`config.mk`:
```
export PLATFORM = sky130hd
export DESIGN_NAME = qrs_div_cell
export DESIGN_NICKNAME = d
export VERILOG_FILES = /design/src/qrs_pkg.sv /design/src/qrs_div_cell.sv
export SDC_FILE = /design/constraint.sdc
export NUM_CORES = 1
export LEC_CHECK = 0
export ABC_AREA = 1
export BUFFER_PORTS_ARGS = -buffer_cell sky130_fd_sc_hd__buf_2
export CORE_AREA = 3 3 214 216
export DETAILED_ROUTE_END_ITERATION = 8
export DIE_AREA = 0 0 217 219
export PLACE_DENSITY = 0.58
export SLEW_MARGIN = 20
export SYNTH_ARGS = -nofsm -noshare
export SYNTH_HDL_FRONTEND = slang
export SYNTH_SLANG_ARGS = --single-unit
```
`constraint.sdc`:
```
create_clock -name clock -period 25.6 [get_ports clock]
set_input_delay 2.56 -clock clock [delete_from_list [all_inputs] [get_ports clock]]
set_output_delay 2.56 -clock clock [all_outputs]
set_load 0.01 [all_outputs]
```
`src/qrs_pkg.sv`:
```
// Package with constants, codes and stage types of the quadratic root solver.
`timescale 1ns / 1ps
package qrs_pkg;

   localparam int FRAC_BITS = 16;
   localparam int RAD_W     = 66;
   localparam int ROOT_W    = 33;
   localparam int REM_W     = ROOT_W + 3;
   localparam int SQ_STEPS  = ROOT_W;
   localparam int QUO_W     = 33;
   localparam int DVS_W     = 34;
   localparam int DVD_W     = 35 + FRAC_BITS;
   localparam int TOP_W     = DVD_W - QUO_W;
   localparam int DIV_STEPS = QUO_W;

   typedef enum logic [1:0] {
      ST_NONE  = 2'd0,
      ST_OK    = 2'd1,
      ST_DEGEN = 2'd2
   } status_type;

   typedef struct packed {
      status_type  status;
      logic        an;
      logic        cn;
      logic        qn;
      logic        dzero;
      logic [31:0] ma;
      logic [31:0] mb;
      logic [31:0] mc;
   } sqrt_side_type;

   typedef struct packed {
      logic                 valid;
      sqrt_side_type        side;
      logic [RAD_W-1:0]     rad;
      logic [REM_W-1:0]     rem;
      logic [ROOT_W-1:0]    root;
   } sqrt_stage_type;

   typedef struct packed {
      logic [DVS_W-1:0] rem;
      logic [QUO_W-1:0] dvd;
      logic [QUO_W-1:0] quo;
      logic [DVS_W-1:0] dvs;
   } div_lane_type;

   typedef struct packed {
      status_type status;
      logic       an;
      logic       cn;
      logic       qn;
      logic       dzero;
      logic       ovf0;
      logic       ovf1;
   } div_side_type;

   typedef struct packed {
      logic         valid;
      div_side_type side;
      div_lane_type lane0;
      div_lane_type lane1;
   } div_stage_type;

endpackage

```
`src/qrs_div_cell.sv`:
```
// One restoring division cell: settles one quotient bit in each of two lanes.
`timescale 1ns / 1ps
module qrs_div_cell
   import qrs_pkg::*;
(
   input  logic          clock,
   input  logic          reset,
   input  logic          enable,
   input  div_stage_type cell_in,
   output div_stage_type cell_out
);

   div_stage_type cell_ff;
   div_stage_type cell_in_next;

   function automatic div_lane_type div_step(input div_lane_type ln);
      logic [DVS_W:0] rem2;
      logic [DVS_W:0] dvs2;
      logic           ge;
      div_lane_type   res;
      rem2 = {ln.rem, ln.dvd[QUO_W-1]};
      dvs2 = {1'b0, ln.dvs};
      ge   = (rem2 >= dvs2);
      res      = ln;
      res.rem  = ge ? DVS_W'(rem2 - dvs2) : DVS_W'(rem2);
      res.dvd  = {ln.dvd[QUO_W-2:0], 1'b0};
      res.quo  = {ln.quo[QUO_W-2:0], ge};
      return res;
   endfunction

   always_comb begin
      cell_in_next       = cell_in;
      cell_in_next.lane0 = div_step(cell_in.lane0);
      cell_in_next.lane1 = div_step(cell_in.lane1);
   end

   always_ff @(posedge clock) begin
      if (reset) begin
         cell_ff.valid <= 1'b0;
      end else if (enable) begin
         cell_ff <= cell_in_next;
      end
   end

   assign cell_out = cell_ff;

endmodule

```
==> impl_summary.md <==
Run status
The flow ran to the end, and the final reports show no timing, DRC or antenna violations.

Logic synthesis
The synthesized netlist occupies a cell area of 0.0145 mm2. In the synthesized netlist, the number of instances is 1566. The number of storage elements in the synthesis netlist is 275.

The count of synthesis-stage warnings from yosys is 0. Among all cell types in the netlist, the one instantiated most often is nand2_1. The commonest cells after synthesis are 554 x nand2_1, 274 x edfxtp_1, 259 x inv_1, 110 x nor2_1, 68 x ha_1. The share of Yosys cell area claimed by the top area cell type is 56.7%.

The count of distinct cell types in the synthesized netlist is 33. For this run, the leading register cell type out of synthesis is edfxtp_1. The largest area contributor in the netlist is edfxtp_1. Counting flops with an async set or reset pin after synthesis yields a share of 0%. Sequential cells were found to cover 56.9% of the synthesized design area.

The average cell area after synthesis is 9.26 um2. Yosys attributes the largest share of cell area to edfxtp_1 57%, nand2_1 14%, inv_1 6.7%, ha_1 5.9%, nor2_1 2.8%. Counting flops with a built-in enable in the synthesized netlist gives 274.

GRT
The overall global routing resource usage is 19.8%. The first global-routing pass estimated 72000 um of wire. The maximum number of pins on one net before global-route repair is 84. The remaining global-route overflow is 0. The initial antenna violation count is 5.

The via count of the first global-routing pass is 12300.

Die
The number of placement rows is 77. The die is 217 um wide. For this design the top-level I/O count stands at 557.

The core footprint is 0.0441 mm2. The initial utilization of the core area, before any placement, comes to 32.9%. The floorplan step defined a die boundary enclosing 0.0475 mm2.

The height of the die is 219 um.

Clocking
The clock sink count is 275. The total of hold buffers inserted after clock tree synthesis is 0. The maximum level of the CTS H-tree is 2. The maximum clock path buffer count is 3. The TritonCTS buffer count is 34. The register clock-pin slew on the reported worst setup and hold paths is 0.06 ns. The buffer cell driving the clock tree root is clkbuf_16.

The clock reaches the later pin of the worst-skew pair after 0.53 ns. The number of gates given a new drive strength after cts is 0. The post-CTS setup repair buffer count is 0.

The CTS tree is yes.

Route
Dividing the detail-routed via count by the number of cells gives 4.50. The highest routed metal layer is met5. In this run the remaining antenna-violating nets after routing total 0.

The count of vias placed by the detailed router is 12400. The post-route DRC violation count is 0. After detailed routing, the wire length on met1 is 20100 um. The final layout contains routed wiring with a total length of 48900 um. In the detailed route, the total length drawn on met3 is 3100 um. The iteration count of the initial detailed-routing pass is 5. The routed length on met2 is 24200 um.

For this block, the initial DRC count from the detailed router was 771. After detailed routing, the average wire length per cell comes to 17.7 um.

Critical path
The worst register-to-register path has a depth of 2. Among cell families on the critical path, the largest total delay comes from simple AND/OR/NAND/NOR gates. On the worst path, the slowest cell contributes a delay of 0.37 ns.

STA puts the critical path data required time at 25.88 ns. Counting stages on the worst path, the most repeated cell is nand2_1. The slowest stage of the critical path belongs to the cell nand2_4. The critical path is of the input pin to flip-flop type. STA puts the critical path data arrival time at 4.75 ns. Walking the worst path, the cells encountered are buf_2 > inv_1 > ha_1 > nand2_1 > nor2_2 > nand3_1 > nor3b_1 > a21oi_1 > nand2_4 > inv_4 > nand2_1 > nand2_1. The endpoint class of the critical path is a flip-flop. Along the worst path, the maximum fanout reaches 37. The kind of start point of the critical path is an input pin. The critical path depth is 12.

Together, buffers and inverters on the worst path number 3. The worst register-to-register path has a setup slack of 25.03 ns.

STA
The post-route minimum period is 4.48 ns. The worst slew margin relative to its limit is 36.3%. In the final timing run, aggregate negative setup slack is 0 ns. The number of slew-limit violations in the final report came to 0. The portion of the clock cycle consumed by the worst path in the final layout is 17.5%. The largest clock skew in the final design is 0 ns. The measured slew at the worst slew-check pin is 0.956 ns.

The final number of hold-violating endpoints is 0. The maximum clock rate is 223 MHz. Setup repair after global routing left no endpoint under its margin. The worst hold margin is 0.468 ns. Setup violations remaining at the end of the flow were counted as 0.

Worst hold path
The worst hold path passes through 2 cells. The classification of the worst-slack hold path is flip-flop to flip-flop.

Finish
The final layout contains 2495 nets. The area taken by flip-flops and latches is 0.00825 mm2. The layout overhead on the synthesized area is 30.5%.

Summing all multi-input logic gate instances after layout gives 0.00508 mm2. Of the cells placed in the final design, the portion with a size suffix greater than 1 is 31.0%. The register with the most flip-flops in the layout has 275 of them.

The number of fillers in the final layout is 4543.

Pwr
Across the VDD grid, the largest voltage drop is 0.0000500 V. The leakage component of the power is 9.39 nW. The total power divided by cell area is 65.4 mW/mm2.

Run
The number of maximum-capacitance violations is 0.

Placed design
Port buffering added 552 buffers. The final weighted congestion in routability-driven placement is 0.951. The placed wire-length estimate after detailed placement is 39900 um.
==> stage by stage <==
step           util [%]  power [mW]  area [um2]  std cells  worst slack [ns]
3_5_place_dp       40.5       0.798       17900       2701             20.52
6_report           42.9        1.24       18900       2761             21.12
4_1_cts            42.9        1.26       18900       2759             21.10
5_1_grt            42.9        1.30       18900       2761             20.86
3_3_place_gp       40.5       0.796       17900       2701             20.50
2_1_floorplan         -       0.707       14500       1567             10.58
==> worst min-delay path, cell delays in order (launching register included) <==
cell	delay [ns]
dfxtp_1	0.31
nand2_1	0.06
a21oi_1	0.05
==> final timing paths <==
| kind | endpoint | startpoint |
|---|---|---|
| min | cell_out[276] | cell_out[276] |
| max | cell_out[266] | cell_in[149] |
| min reg2reg | cell_out[276] | cell_out[276] |
| max reg2reg | cell_out[276] | cell_out[276] |
==> cells in the final DEF, fill, tap and decap left out, drive strengths merged <==
master    count
nor3b         1
fa            2
a21oi        57
nand2       595
clkbuf       38
buf         556
and3          2
conb          2
o21bai        4
nand3        66
nand4         7
or2           1
nor2        119
dfxtp         1
xor2         31
edfxtp      274
diode         2
nor3         12
clkinvlp      2
nand3b       13
xnor2         5
ha           68
bufinv        1
o21ai        25
inv         272
clkinv       13
==> per-layer routing <==
metal	GRT usage [%]	vias to the layer above
li1	-	6186
met3	4.07	76
met5	0	-
met4	5.87	4
met1	24.2	5757
met2	35.4	403
==> power by group <==
group          switching [mW]  internal, mW  leakage (nW)
combinational           0.153        0.0862          6.31
clock                   0.193         0.257         0.505
sequential            0.00809         0.539          2.57
==> layout make-up <==
type | instances | share of cell area (%)
diodes | 2 | 0.0265
clock buffers | 38 | 4.58
clock inverters | 20 | 0.866
inverters | 268 | 5.37
multi-input cells | 1010 | 26.9
flip-flops and latches | 275 | 43.6
well taps | 592 | 3.91
repair buffers | 556 | 14.8
==> kinds of logic (layout without fill, tap and decap cells) <==
| kind of cell | count (synthesis) | in the layout | share of synthesized area, % |
|---|---|---|---|
| buffers and inverters | 282 | 882 | 8.14 |
| other | 1 | 4 | 0.0259 |
| AOI/OAI and AO/OA | 86 | 86 | 3.11 |
| xor gates and xnor gates | 36 | 36 | 2.17 |
| DFF | 275 | 275 | 56.9 |
| adders and majority gates | 70 | 70 | 6.14 |
| and+or+nand+nor | 816 | 816 | 23.5 |
Note: power is estimated with default switching activity, not from simulation.
