### src/qrs_pkg.sv
// Package with constants, codes and stage types of the quadratic root solver.
`timescale 1ns / 1ps
package qrs_pkg;

   localparam int FRAC_BITS = 16;
   localparam int RAD_W     = 66;
   localparam int ROOT_W    = 33;
   localparam int REM_W     = ROOT_W + 3;
   localparam int SQ_STEPS  = ROOT_W;
   localparam int QUO_W     = 33;
   localparam int DVS_W     = 34;
   localparam int DVD_W     = 35 + FRAC_BITS;
   localparam int TOP_W     = DVD_W - QUO_W;
   localparam int DIV_STEPS = QUO_W;

   typedef enum logic [1:0] {
      ST_NONE  = 2'd0,
      ST_OK    = 2'd1,
      ST_DEGEN = 2'd2
   } status_type;

   typedef struct packed {
      status_type  status;
      logic        an;
      logic        cn;
      logic        qn;
      logic        dzero;
      logic [31:0] ma;
      logic [31:0] mb;
      logic [31:0] mc;
   } sqrt_side_type;

   typedef struct packed {
      logic                 valid;
      sqrt_side_type        side;
      logic [RAD_W-1:0]     rad;
      logic [REM_W-1:0]     rem;
      logic [ROOT_W-1:0]    root;
   } sqrt_stage_type;

   typedef struct packed {
      logic [DVS_W-1:0] rem;
      logic [QUO_W-1:0] dvd;
      logic [QUO_W-1:0] quo;
      logic [DVS_W-1:0] dvs;
   } div_lane_type;

   typedef struct packed {
      status_type status;
      logic       an;
      logic       cn;
      logic       qn;
      logic       dzero;
      logic       ovf0;
      logic       ovf1;
   } div_side_type;

   typedef struct packed {
      logic         valid;
      div_side_type side;
      div_lane_type lane0;
      div_lane_type lane1;
   } div_stage_type;

endpackage

### src/qrs_sqrt_cell.sv
// One restoring square root cell: settles one root bit from two radicand bits.
`timescale 1ns / 1ps
module qrs_sqrt_cell
   import qrs_pkg::*;
(
   input  logic           clock,
   input  logic           reset,
   input  logic           enable,
   input  sqrt_stage_type cell_in,
   output sqrt_stage_type cell_out
);

   sqrt_stage_type   cell_ff;
   sqrt_stage_type   cell_in_next;
   logic [REM_W-1:0] rem2;
   logic [REM_W-1:0] trial;
   logic             ge;

   always_comb begin
      rem2  = {cell_in.rem[REM_W-3:0], cell_in.rad[RAD_W-1 -: 2]};
      trial = {1'b0, cell_in.root, 2'b01};
      ge    = (rem2 >= trial);
      cell_in_next      = cell_in;
      cell_in_next.rem  = ge ? (rem2 - trial) : rem2;
      cell_in_next.root = {cell_in.root[ROOT_W-2:0], ge};
      cell_in_next.rad  = {cell_in.rad[RAD_W-3:0], 2'b00};
   end

   always_ff @(posedge clock) begin
      if (reset) begin
         cell_ff.valid <= 1'b0;
      end else if (enable) begin
         cell_ff <= cell_in_next;
      end
   end

   assign cell_out = cell_ff;

endmodule

### config.mk
export PLATFORM = sky130hd
export DESIGN_NAME = qrs_sqrt_cell
export DESIGN_NICKNAME = d
export VERILOG_FILES = /design/src/qrs_pkg.sv /design/src/qrs_sqrt_cell.sv
export SDC_FILE = /design/constraint.sdc
export NUM_CORES = 1
export LEC_CHECK = 0
export BUFFER_PORTS_ARGS = -buffer_cell sky130_fd_sc_hd__buf_2
export CAP_MARGIN = 20
export CORE_AREA = 2 2 186 188
export CTS_BUF_LIST = sky130_fd_sc_hd__clkbuf_8
export DETAILED_ROUTE_END_ITERATION = 16
export DIE_AREA = 0 0 188 190
export GPL_ROUTABILITY_DRIVEN = 0
export PLACE_DENSITY_LB_ADDON = 0.12
export SYNTH_ARGS = -nofsm -noshare
export SYNTH_HDL_FRONTEND = slang
export SYNTH_SLANG_ARGS = --single-unit
### constraint.sdc
create_clock -name clock -period 45.1 [get_ports clock]
set_input_delay 11.275 -clock clock [delete_from_list [all_inputs] [get_ports clock]]
set_output_delay 11.275 -clock clock [all_outputs]
set_load 0.1 [all_outputs]
==> results of run 1 <==
## logic make-up (layout without fill, tap and decap cells)
family                     count (synthesis)  after routing  share of synthesized area
xor gates and xnor gates                  31             31                    0.02782
DFF                                      236            236                     0.7250
buffers and inverters                     59            601                    0.03064
other                                      1             11                  0.0003842
and+or+nand+nor                           92             92                    0.04794
AOI/OAI and AO/OA                         99             99                    0.07345
adders and majority gates                 35             35                    0.04487
muxes                                     35             35                    0.04986
## final timing paths
kind,cells after the start,endpoint,slack [ps]
worst max-delay path,12,cell_out[36],31220
worst min-delay path,2,cell_out[237],510
worst max register to register,2,cell_out[237],44510
worst min register to register,2,cell_out[237],510
## report_power, final
group          total, W  switching, W  leakage, nW  internal [W]
Clock          0.000204     0.0000924        0.469      0.000111
Combinational  0.000191      0.000152         3.23     0.0000390
Sequential     0.000265    0.00000346         2.21      0.000261
Total          0.000659      0.000247         5.91      0.000412
## area by class of cell
| type | instances | area [um2] | area share |
|---|---|---|---|
| repair buffers | 477 | 2407 | 0.1783 |
| diodes | 9 | 22.52 | 0.001668 |
| well taps | 455 | 569.3 | 0.04217 |
| clock buffers | 46 | 633.1 | 0.04690 |
| multi-input cells | 294 | 2396 | 0.1775 |
| flip-flops and latches | 236 | 7077 | 0.5242 |
| inverters | 48 | 187.7 | 0.01390 |
| clock inverters | 30 | 206.4 | 0.01529 |
## per-stage QoR
stage | total power [W] | worst slack (ps) | instance area (um2) | std cells | hold slack [ps]
final | 0.0006590 | 31220 | 13500 | 1595 | 507.9
after global routing | 0.0006853 | 31090 | 13480 | 1586 | 557.8
after CTS | 0.0006693 | 31220 | 13480 | 1586 | 514.0
after detailed placement | 0.0004610 | 30580 | 12640 | 1510 | 492.0
after global placement | 0.0004605 | 30570 | 12640 | 1510 | 476.5
after floorplan | 0.0004278 | 22560 | 9764 | 589 | 970.5
## placed cells by master, fill, tap and decap left out, types with 3 or more instances in the layout
cell type and n:
inv_1 58, o21bai_1 4, nand4_1 7, bufinv_16 3
and3_1 4, nand3_1 8, o21ai_0 18, clkinv_1 12
buf_2 474, or2_2 3, clkbuf_8 46, a21o_1 9
mux2_4 26, nand2_1 27, ha_1 35, xnor2_1 18
mux2_2 5, and3_2 3, nor2_1 16, and2_1 3
a21oi_1 30, xor2_1 13, diode_2 9, mux2i_1 4
o211ai_1 5, edfxtp_1 235, nor3_1 7, o21a_1 6
## worst max-delay path, stage by stage
cell and delay [ps]:
buf_2 110, inv_1 50, ha_1 330, and2b_2 190, o311ai_2 100, a32oi_2 320, a41oi_4 230, o211a_4 340
o31a_4 300, o211a_4 280, inv_8 290, mux2_2 380
## layer usage
metal,global-route usage,vias to the layer above,part of all wire,wire [um]
met5,0,-,0.0017,53
met4,0.06935,8,0.030,920
met3,0.06290,57,0.087,2696
met2,0.2949,278,0.52,15940
met1,0.1765,3266,0.37,11340
li1,-,3279,-,-
==> results.py, run 1 <==
metrics = {
    "run_status": {
        "status": "complete, no violations",
    },
    "clock_network": {
        "clock_tree.root_cell": "clkbuf_8",
        "cts-buffers-inserted": 45,
        "clockBufferDepth": 3,
        "clkTransAtPathRegs_ps": 60,
        "insertion_delay_ps": 570,
        "cts_resized": 0,
        "cts_tree": "built",
        "post_cts_buffers": 0,
        "cts_hold_buffers": 0,
        "htreeDepth": 2,
        "cts.sinks": 236,
    },
    "synth": {
        "yosysWarnings": 0,
        "synthTopCellsByCount": "edfxtp_1, inv_1, ha_1",
        "yosys.area.top_type_share": 0.7230,
        "synthMostInstantiatedCell": "edfxtp_1",
        "synth_area_leaders": "edfxtp_1, ha_1, mux2_4",
        "ys_seq_elements": 236,
        "synth_ff_type": "edfxtp_1",
        "seq_area_frac_synth": 0.7250,
        "yosysUniqueCellTypes": 64,
        "synth_area_per_cell_um2": 16.60,
        "yosys.area.top_type": "edfxtp_1",
        "netlist_instances": 588,
        "ys_async_sr_fraction": 0,
        "synth_edf_count": 235,
        "syn_area_um2": 9761,
    },
    "drt": {
        "drc": 0,
        "vias": 6888,
        "first_pass_iters": 4,
        "ant_nets": 0,
        "routed_wirelength_um": 30950,
        "drtIter0Drc": 370,
        "routed_via_density": 4.318,
        "wl_per_cell_um": 19.40,
    },
    "sta": {
        "finalSetupTns_ps": 0,
        "slew_violations": 0,
        "max_freq_ghz": 0.07203,
        "setup_viol": 0,
        "worst_pin_slew_ps": 828.0,
        "fin_skew_ps": 0,
        "max-slew-margin-rel": 0.4480,
        "fin_crit_sh": 0.3078,
        "rsz0062_at_grt": "false",
        "hold_violations": 0,
        "fin_crit_ps": 13880,
    },
    "final_layout": {
        "drive_above_1_share": 0.5155,
        "syn_to_final_growth_pct": 38.30,
        "nNetsFinal": 1378,
        "fillers": 3351,
        "largest_reg_flops": 236,
        "fin_util": 0.3976,
    },
    "hold_path": {
        "min-delay-start": "cell_out[237]",
        "hp-class": "reg -> reg",
    },
    "global_routing": {
        "grt_pass1_vias": 6868,
        "grt_max_degree": 146,
        "grt_overflow": 0,
        "antenna_found_initial": 9,
        "grt.total_usage": 0.1659,
        "grt_pass1_wl_um": 43300,
    },
    "pwr": {
        "p_leak_nw": 5.913,
        "power_per_cell_area_nw_per_um2": 48.82,
        "ir_drop_mv": 0.02376,
    },
    "floorplanning": {
        "ios": 479,
        "dieWidth_um": 188,
        "start_util": 0.2875,
        "dieHeight_um": 190,
        "row_count": 68,
        "core_area_um2": 33950,
        "die_area_um2": 35720,
    },
    "run": {
        "drv_cap": 0,
    },
    "critical_path": {
        "critPathLaunchType": "input pin",
        "path_class": "in -> reg",
        "startpoint": "cell_in[0]",
        "crit_arrival_ps": 14200,
        "r2r-start": "cell_out[237]",
        "cp-end-kind": "flip-flop",
        "worst_ep_required_time_ps": 45410,
        "crit_fanout": 35,
    },
    "place": {
        "io_buffers": 474,
        "post-dp-hpwl_um": 23860,
    },
}
(Power assumes the default switching activity.)
==> run 2: changes to the inputs <==
--- a/config.mk
+++ b/config.mk
@@ -5,12 +5,13 @@
 export SDC_FILE = /design/constraint.sdc
 export NUM_CORES = 1
 export LEC_CHECK = 0
+export ABC_AREA = 1
 export BUFFER_PORTS_ARGS = -buffer_cell sky130_fd_sc_hd__buf_2
 export CAP_MARGIN = 20
-export CORE_AREA = 2 2 186 188
+export CORE_AREA = 2 2 188 190
 export CTS_BUF_LIST = sky130_fd_sc_hd__clkbuf_8
 export DETAILED_ROUTE_END_ITERATION = 16
-export DIE_AREA = 0 0 188 190
+export DIE_AREA = 0 0 190 192
 export GPL_ROUTABILITY_DRIVEN = 0
 export PLACE_DENSITY_LB_ADDON = 0.12
 export SYNTH_ARGS = -nofsm -noshare
==> constraint.sdc (replaced) <==
create_clock -name clock -period 11.5 [get_ports clock]
set_input_delay 2.875 -clock clock [delete_from_list [all_inputs] [get_ports clock]]
set_output_delay 2.875 -clock clock [all_outputs]
set_load 0.1 [all_outputs]
==> run 2 against run 1 <==
Net effect:
- synthesized cell count increased by 58%
- largest cell class unchanged
- critical path type unchanged
- clock skew stayed put
- highest routed layer unchanged
- design area grew 5.2%
- sequential cell count unchanged
==> results.py, run 2 <==
metrics = {
    "sta": {
        "finalSetupTns_ps": 0,
        "setup_viol": 0,
        "fin_crit_ps": 4560,
        "fin_skew_ps": 0,
        "max-slew-margin-rel": 0.4127,
        "rsz0062_at_grt": "false",
        "slew_violations": 0,
        "worst_pin_slew_ps": 881.0,
        "fin_crit_sh": 0.3965,
        "hold_violations": 0,
        "fin_hold_ws_ps": 462.8,
        "timing.final.ws_setup_ps": 6940,
        "max_freq_ghz": 0.2193,
    },
    "critical_path": {
        "worst_ep_required_time_ps": 11940,
        "crit_fanout": 35,
        "path_buf_inv": 4,
        "cp-end-kind": "flip-flop",
        "critPathMaxStageDelay_ps": 500,
        "cp.depth": 14,
        "cp_top_family": "simple AND/OR/NAND/NOR gates",
        "path_class": "in -> reg",
        "cp_cell_sequence": "buf_2 > inv_1 > ha_1 > nand2_2 > inv_1 > nand2_1 > nand2_1 > a21oi_1 > nand3_2 > nand3_2 > nand2_2 > inv_2 > nand2_1 > nand2_2",
        "cp_slowest_cell": "inv_2",
        "r2r.worst_path.cells": 2,
        "critPathLaunchType": "input pin",
        "crit_arrival_ps": 5000,
    },
    "synth": {
        "synthTopCellsByCount": "nand2_1, edfxtp_1, inv_1",
        "synth_edf_count": 235,
        "yosysUniqueCellTypes": 28,
        "synth_ff_type": "edfxtp_1",
        "yosys.area.top_type_share": 0.6713,
        "synth_area_per_cell_um2": 11.29,
        "ys_seq_elements": 236,
        "yosysWarnings": 0,
        "synth_area_leaders": "edfxtp_1, nand2_1, inv_1",
        "netlist_instances": 931,
        "syn_area_um2": 10510,
        "ys_async_sr_fraction": 0,
        "synthMostInstantiatedCell": "nand2_1",
        "yosys.area.top_type": "edfxtp_1",
        "seq_area_frac_synth": 0.6733,
    },
    "hold_path": {
        "hp-class": "reg -> reg",
        "holdPathStages": 2,
    },
    "clock_network": {
        "clockBufferDepth": 3,
        "clkTransAtPathRegs_ps": 60,
        "post_cts_buffers": 0,
        "cts.sinks": 236,
        "cts_resized": 0,
        "cts_tree": "built",
        "htreeDepth": 2,
        "insertion_delay_ps": 560,
        "cts-buffers-inserted": 43,
        "clock_tree.root_cell": "clkbuf_8",
        "cts_hold_buffers": 0,
    },
    "run_status": {
        "status": "complete, no violations",
    },
    "floorplanning": {
        "dieWidth_um": 190,
        "core_area_um2": 34290,
        "ios": 479,
        "start_util": 0.3066,
        "dieHeight_um": 192,
        "die_area_um2": 36480,
        "row_count": 68,
    },
    "run": {
        "drv_cap": 0,
    },
    "final_layout": {
        "layout_common_cells": "buf_2, nand2_1, edfxtp_1",
        "final_common_cell": "buf_2",
        "drive_above_1_share": 0.3940,
        "largest_reg_flops": 236,
        "syn_to_final_growth_pct": 35.08,
        "nNetsFinal": 1723,
    },
    "drt": {
        "routed_wirelength_um": 35140,
        "wl_per_cell_um": 18.15,
        "drtIter0Drc": 400,
        "ant_nets": 0,
        "routed_via_density": 4.220,
        "vias": 8169,
        "drc": 0,
        "first_pass_iters": 4,
    },
    "pwr": {
        "power_per_cell_area_nw_per_um2": 178.9,
        "ir_drop_mv": 0.09554,
        "p_leak_nw": 6.768,
    },
    "global_routing": {
        "antenna_found_initial": 8,
        "grt.total_usage": 0.1846,
        "grt-busiest-layer": "met2",
        "grt_pass1_vias": 8125,
        "grt_use_met2": 0.3320,
        "gr-usage-met3": 0.05573,
        "grt_pass1_wl_um": 49510,
        "grt_overflow": 0,
        "use_met1": 0.1956,
        "grt_max_degree": 69,
    },
    "place": {
        "dpl_worst_slack_ps": 6289,
        "io_buffers": 474,
        "post-dp-hpwl_um": 28160,
    },
}
## run 2: worst paths after layout
kind,startpoint,to,slack (ps)
worst max-delay path,cell_in[16],cell_out[50],6940
worst min-delay path,cell_out[237],cell_out[237],460
worst max register to register,cell_out[237],cell_out[237],10940
worst min register to register,cell_out[237],cell_out[237],460
## run 2: stage by stage
step / area [um2] / total power (W) / utilization / instances
floorplan: 10520 / 0.001666 / - / 932
global placement: 13400 / 0.001814 / 0.3908 / 1857
detailed placement: 13400 / 0.001816 / 0.3908 / 1857
CTS: 14190 / 0.002583 / 0.4138 / 1932
global route: 14190 / 0.002649 / 0.4140 / 1934
finish: 14200 / 0.002540 / 0.4141 / 1936
## run 2: layer usage
layer,vias up,part of all wire,routed length (um)
met2,291,0.51,18030
li1,4101,-,-
met1,3699,0.37,12990
met5,-,0.0020,69
met4,10,0.036,1275
met3,68,0.079,2773
## run 2: power by group
part           switching [W]  internal (W)
Sequential         0.0000135       0.00102
Clock               0.000349      0.000399
Combinational       0.000626      0.000130
## run 2: cell families after synthesis
kind of cell / count (synthesis) / synth area share
AOI/OAI and AO/OA: 45 / 0.02416
buffers and inverters: 148 / 0.05928
and+or+nand+nor: 447 / 0.1855
xor gates and xnor gates: 19 / 0.01583
adders and majority gates: 35 / 0.04166
DFF: 236 / 0.6733
other: 1 / 0.0003568
## run 2: final cells by class
class,instances,area [um2]
fillers,3473,20090
flip-flops and latches,236,7077
multi-input cells,548,2823
repair buffers,479,2410
clock buffers,44,605.6
well taps,455,569.3
inverters,139,521.8
clock inverters,31,182.7
diodes,4,10.01
## run 2: worst min-delay path, delay by kind of cell (launching register included)
family / cells / cell delay [ps]
flip-flops: 1 / 310
AND/OR/NAND/NOR: 1 / 60
AO/OA/AOI/OAI: 1 / 50
